<file path="src/rtl/tzb_pkg.sv">
// Shared constants, payload types and command types of the triangle z-buffer fragment test.
package tzb_pkg;

    localparam int MAX_WIDTH  = 1024;
    localparam int MAX_HEIGHT = 1024;
    localparam int DEPTH_BITS = 16;
    localparam int ENTRIES    = MAX_WIDTH * MAX_HEIGHT;
    localparam int ADDR_W     = $clog2(ENTRIES);

    localparam int KIND_W  = 2;
    localparam int VIDX_W  = 2;
    localparam int COORD_W = 16;
    localparam int PIX_W   = 10;
    localparam int COLOR_W = 24;
    localparam int DIM_W   = 11;

    localparam int FRAC_W  = 8;
    localparam int SCR_W   = COORD_W + 1 + DIM_W - FRAC_W;
    localparam int DIFF_W  = SCR_W + 1;
    localparam int DZ_W    = COORD_W + 1;
    localparam int MA_W    = 26;
    localparam int MB_W    = 21;
    localparam int PROD_W  = MA_W + MB_W;
    localparam int U_W     = 2 * DIFF_W + 1;
    localparam int SPLIT   = 24;
    localparam int NUM_W   = 60;
    localparam int CNT_W   = $clog2(NUM_W + 1);

    localparam int DEGEN_LIMIT = 655;

    localparam int QDEPTH = 2;
    localparam int QPTR_W = $clog2(QDEPTH);

    localparam logic signed [DEPTH_BITS-1:0] DEPTH_MIN = {1'b1, {(DEPTH_BITS-1){1'b0}}};
    localparam logic signed [DEPTH_BITS-1:0] DEPTH_MAX = {1'b0, {(DEPTH_BITS-1){1'b1}}};

    localparam logic [1:0] OP_LOAD  = 2'd0;
    localparam logic [1:0] OP_TEST  = 2'd1;
    localparam logic [1:0] OP_CLEAR = 2'd2;
    localparam logic [1:0] OP_NOP   = 2'd3;

    localparam logic [KIND_W-1:0] KIND_LOAD  = 2'd0;
    localparam logic [KIND_W-1:0] KIND_TEST  = 2'd1;
    localparam logic [KIND_W-1:0] KIND_CLEAR = 2'd2;

    localparam logic REG_WIDTH  = 1'b0;
    localparam logic REG_HEIGHT = 1'b1;

    typedef struct packed {
        logic [KIND_W-1:0]         kind;
        logic [VIDX_W-1:0]         vertex_index;
        logic signed [COORD_W-1:0] vert_x;
        logic signed [COORD_W-1:0] vert_y;
        logic signed [COORD_W-1:0] vert_z;
        logic [PIX_W-1:0]          pixel_x;
        logic [PIX_W-1:0]          pixel_y;
        logic [COLOR_W-1:0]        fill_color;
    } frag_in_t;

    typedef struct packed {
        logic                         write_pixel;
        logic                         covered;
        logic [PIX_W-1:0]             out_x;
        logic [PIX_W-1:0]             out_y;
        logic [COLOR_W-1:0]           out_color;
        logic signed [DEPTH_BITS-1:0] out_depth;
    } frag_out_t;

    typedef struct packed {
        logic [1:0]                op;
        logic [VIDX_W-1:0]         vidx;
        logic signed [COORD_W-1:0] vx;
        logic signed [COORD_W-1:0] vy;
        logic signed [COORD_W-1:0] vz;
        logic [PIX_W-1:0]          px;
        logic [PIX_W-1:0]          py;
        logic [COLOR_W-1:0]        color;
        logic                      in_store;
        logic [ADDR_W-1:0]         addr;
    } cmd_t;

    typedef struct packed {
        logic [ADDR_W-1:0]     rd_addr;
        logic                  wr_en;
        logic [ADDR_W-1:0]     wr_addr;
        logic [DEPTH_BITS-1:0] wr_data;
    } zmem_req_t;

endpackage

</file>
<file path="src/rtl/tzb_div.sv">
// Radix-2 signed divider, quotient truncated toward zero, one bit per cycle.
module tzb_div (
    input  logic                             clk,
    input  logic                             rst_n,
    input  logic                             start,
    input  logic signed [tzb_pkg::NUM_W-1:0] num,
    input  logic signed [tzb_pkg::U_W-1:0]   den,
    output logic                             done,
    output logic signed [tzb_pkg::NUM_W-1:0] quot
);
    import tzb_pkg::*;

    logic [NUM_W-1:0] quo_reg;
    logic [U_W-1:0]   rem_reg;
    logic [U_W-1:0]   den_reg;
    logic             neg_reg;
    logic [CNT_W-1:0] cnt_reg;
    logic             run_reg;
    logic             done_reg;
    logic [NUM_W-1:0] num_mag;
    logic [U_W-1:0]   den_mag;
    logic [U_W:0]     trial;
    logic [U_W:0]     diff;
    logic             ge;

    assign num_mag = num[NUM_W-1] ? NUM_W'(-num) : NUM_W'(num);
    assign den_mag = den[U_W-1] ? U_W'(-den) : U_W'(den);
    assign trial   = {rem_reg, quo_reg[NUM_W-1]};
    assign diff    = trial - {1'b0, den_reg};
    assign ge      = (trial >= {1'b0, den_reg});
    assign done    = done_reg;
    assign quot    = neg_reg ? -$signed(quo_reg) : $signed(quo_reg);

    always_ff @(posedge clk)
    begin
        if (start)
        begin
            quo_reg <= num_mag;
            rem_reg <= '0;
            den_reg <= den_mag;
            neg_reg <= num[NUM_W-1] ^ den[U_W-1];
        end
        else if (run_reg)
        begin
            rem_reg <= ge ? diff[U_W-1:0] : trial[U_W-1:0];
            quo_reg <= {quo_reg[NUM_W-2:0], ge};
        end
    end

    always_ff @(posedge clk or negedge rst_n)
    begin
        if (!rst_n)
        begin
            run_reg  <= 1'b0;
            cnt_reg  <= '0;
            done_reg <= 1'b0;
        end
        else
        begin
            done_reg <= run_reg && (cnt_reg == CNT_W'(1));
            if (start)
            begin
                run_reg <= 1'b1;
                cnt_reg <= CNT_W'(NUM_W);
            end
            else if (run_reg)
            begin
                cnt_reg <= cnt_reg - 1'b1;
                if (cnt_reg == CNT_W'(1))
                begin
                    run_reg <= 1'b0;
                end
            end
        end
    end

endmodule

</file>
<file path="config.mk">
export PLATFORM = sky130hd
export DESIGN_NAME = tzb_div
export DESIGN_NICKNAME = d
export VERILOG_FILES = /design/src/rtl/tzb_pkg.sv /design/src/rtl/tzb_div.sv
export SDC_FILE = /design/constraint.sdc
export NUM_CORES = 1
export LEC_CHECK = 0
export BUFFER_PORTS_ARGS = -buffer_cell sky130_fd_sc_hd__buf_4
export CAP_MARGIN = 30
export CORE_AREA = 2 2 232 211
export DETAILED_ROUTE_END_ITERATION = 8
export DIE_AREA = 0 0 234 213
export HOLD_SLACK_MARGIN = 0.1
export SKIP_LAST_GASP = 1
export SLEW_MARGIN = 0
export SYNTH_ARGS = -nofsm -noshare
export SYNTH_HDL_FRONTEND = slang
export SYNTH_SLANG_ARGS = --single-unit
export TNS_END_PERCENT = 10
</file>
<file path="constraint.sdc">
create_clock -name clk -period 3.39 [get_ports clk]
set_clock_uncertainty 0.15 [all_clocks]
set_input_delay 0.339 -clock clk [delete_from_list [all_inputs] [get_ports clk]]
set_output_delay 0.339 -clock clk [all_outputs]
set_load 0.1 [all_outputs]
</file>
==> metrics <==
outcome finished, violations left; failing checks setup timing; Post-synth EDFFs 104; Total Wirelength between 30 and 40 mm; Slew @ Worst Pin between 0.7 and 0.8 ns; DRT iter0 DRCs about 620; port bufs around 170; Post-Syn Nets about 1,500; R2R depth 12; type of the worst min-delay path in -> reg; vias about 11,000; Critical Path RT 2.90 ns; Critical R2R Capture rem_reg[42]; flops & latches, synth 155; TritonCTS clock tree built; endpoints failing hold 0; CP Max Fanout 4; Fmax between 200 and 250 MHz; final instance area 16,000 um2; Worst Hold Path EP quo_reg[40]; fin nets around 1,900; Slew HR 0.478; Root Buffer Master clkbuf_16; Setup crit start kind flop; number of CTS-inserted buffers 17; routed wire length per instance approximately 15 um; Post-DP HPWL between 20 and 30 mm; PnR worst setup slack -0.705 ns; max cap viols 0; DRT Pass-1 Iters 6; WHS approximately 0.13 ns; VDD IR max roughly 0.00037 V; htree depth 4; library cells used by synthesis 60; Final min period ~4.1 ns; Yosys warnings 0; Area Growth Syn to Fin 36.1%; Max Root-Sink Buffers 2; largest net degree at the start of global routing 95; # fillers just under 5,000; Top FF cell, synth edfxtp_1; final-report setup violation count 66; Worst R2R Start quo_reg[59]; clock edge transition at the registers on the reported setup and hold paths 0.07 ns; Syn Inst Count 1,375; Die ar. around 50,000 um2; total power 7.12 mW; drt via density between 4 and 5; gpl congestion between 0.9 and 1; Setup crit end kind primary output; Netlist Area Pre-Place approximately 12,000 um2; leakage power between 6 and 7 nW; Post-Place Setup Slack -0.803 ns; Mean Syn Cell Area between 8 and 9 um2; CORE AREA 47,500 um2; DRC 0; HP Start num[40]; Seq/Total Area, Yosys 0.357; initial antenna violation count 0; std cell rows 76; ANT nets after route 0; I/O pins around 170; Overflow after GRT 0; kind of critical path reg -> out; Max Slew Vio Count 0; global-route wire length before repair 54.6 mm; vias in the first global route about 11,000; Die Ht ~210 um; Clock Sink Count between 150 and 200; Die Span X about 230 um; overall routing resource usage 0.137; power per cell area between 400 and 500 nW/um2; Period Utilization, post-route 1.21; WP data arrival approximately 3.6 ns; r2r setup slk -0.09 ns; RSZ-0062 raised after global routing yes; Post-Place Cell Area 14,800 um2; Largest register FFs 60; Post-synth ARST share 0.0516; initial core utilization 0.247; fraction of layout cells with a size suffix above 1 0.237; # diodes 0; Hold Path Stages 3; Worst-Skew Late Latency ~0.45 ns
[critical path, stage by stage, from the launching register on]
cell and delay [ns]:
edfxtp_1 0.39, buf_4 0.15, or3_4 0.39, nor3_2 0.11
buf_4 0.14, nand4_1 0.13, or4_4 0.50, nor4_4 0.18
buf_4 0.17, nand4_1 0.25, o31ai_2 0.31, xnor2_1 0.18
buf_6 0.25
[per-layer routing]
layer / GRT usage / wire length (um)
met1: 0.179 / 15900
met2: 0.223 / 16200
met3: 0.0250 / 1530
met4: 0.0550 / 905
met5: 0 / 0
[per-stage QoR]
stage | std cells | TNS, ns | utilization
finish | 2336 | -22.17 | 0.337
global route | 2336 | -35.70 | 0.337
CTS | 2336 | -23.31 | 0.335
detailed placement | 2260 | -26.73 | 0.312
global placement | 2260 | -24.91 | 0.312
floorplan | 1375 | -17.51 | -
[logic make-up after synthesis]
group,synth area share
AOI/OAI and AO/OA,0.213
xor gates and xnor gates,0.145
adders and majority gates,0.0529
buffers and inverters,0.0444
DFF,0.357
muxes,0.0138
and+or+nand+nor,0.174
[synth_stat cells (2+ instances only)]
library cell | count | area, um2
o21a_1 | 5 | 37.5
nor4_1 | 12 | 75.1
o21ai_0 | 104 | 521
nand3_1 | 14 | 70.1
clkbuf_1 | 63 | 236
dfxtp_1 | 43 | 861
a21oi_1 | 139 | 696
xor2_1 | 72 | 631
nand2_1 | 84 | 315
or3_1 | 25 | 156
nor2b_1 | 6 | 37.5
o32ai_1 | 2 | 17.5
and2_1 | 5 | 31.3
a32oi_1 | 4 | 35.0
a31oi_1 | 3 | 18.8
inv_1 | 69 | 259
a211o_1 | 2 | 17.5
nand3b_1 | 3 | 22.5
nand4_1 | 18 | 113
o211ai_1 | 7 | 52.6
and3_1 | 7 | 43.8
dfrtp_1 | 8 | 200
nand4b_1 | 2 | 17.5
buf_2 | 2 | 10.0
or4_4 | 3 | 33.8
edfxtp_1 | 104 | 3120
o41ai_1 | 25 | 219
a21o_1 | 10 | 75.1
nor2_1 | 159 | 597
nor4b_1 | 2 | 17.5
nand2b_1 | 20 | 125
nor3_1 | 19 | 95.1
o31ai_1 | 45 | 338
or4_1 | 27 | 203
mux2i_1 | 15 | 150
o21bai_1 | 11 | 82.6
ha_1 | 48 | 601
or2_2 | 4 | 25.0
xnor2_1 | 122 | 1070
o22ai_1 | 2 | 12.5
buf_1 | 2 | 7.51
or3_4 | 3 | 33.8
a211oi_1 | 37 | 278
a311oi_1 | 2 | 17.5
[cells in the final DEF (no fill, tap or decap), types with 25 or more instances in the layout]
| cell type | n |
|---|---|
| buf_4 | 324 |
| nor2_1 | 159 |
| a21oi_1 | 139 |
| xnor2_1 | 122 |
| edfxtp_1 | 104 |
| o21ai_0 | 100 |
| nand2_1 | 83 |
| xor2_1 | 72 |
| inv_1 | 68 |
| ha_1 | 48 |
| dfxtp_1 | 43 |
| o31ai_1 | 37 |
| a211oi_1 | 36 |
| dlygate4sd3_1 | 35 |
| or4_1 | 25 |
[repair_timing]
item	CTS	global route
endpoints found under the setup margin	66	83
gates resized for setup	23	10
hold endpoints to repair	42	0
pin swaps	6	5
hold buffers	35	0
gates cloned	0	0
buffers inserted	9	0
[power breakdown]
group / internal, mW / total (mW) / switching (mW)
clock network: 1.10 / 2.02 / 0.913
logic: 0.825 / 2.79 / 1.96
registers: 2.20 / 2.31 / 0.106
[final cells by class]
type	instances	area [um2]	area share
clock buffers	19	464	0.0291
clock inverters	13	144	0.00901
inverters	69	259	0.0162
multi-input cells	1083	7170	0.449
flip-flops and latches	155	4190	0.262
well taps	624	781	0.0489
repair buffers	373	2970	0.186
[worst max-delay path by stage]
stage                from          end  depth (start not counted)
2_1_floorplan     num[20]  quo_reg[56]                         10
3_3_place_gp      num[20]  quo_reg[56]                         10
3_5_place_dp      num[20]  quo_reg[56]                         10
4_1_cts        quo_reg[1]     quot[57]                         12
5_1_grt        quo_reg[1]     quot[57]                         12
6_report       quo_reg[1]     quot[57]                         12
(Power assumes the default switching activity.)
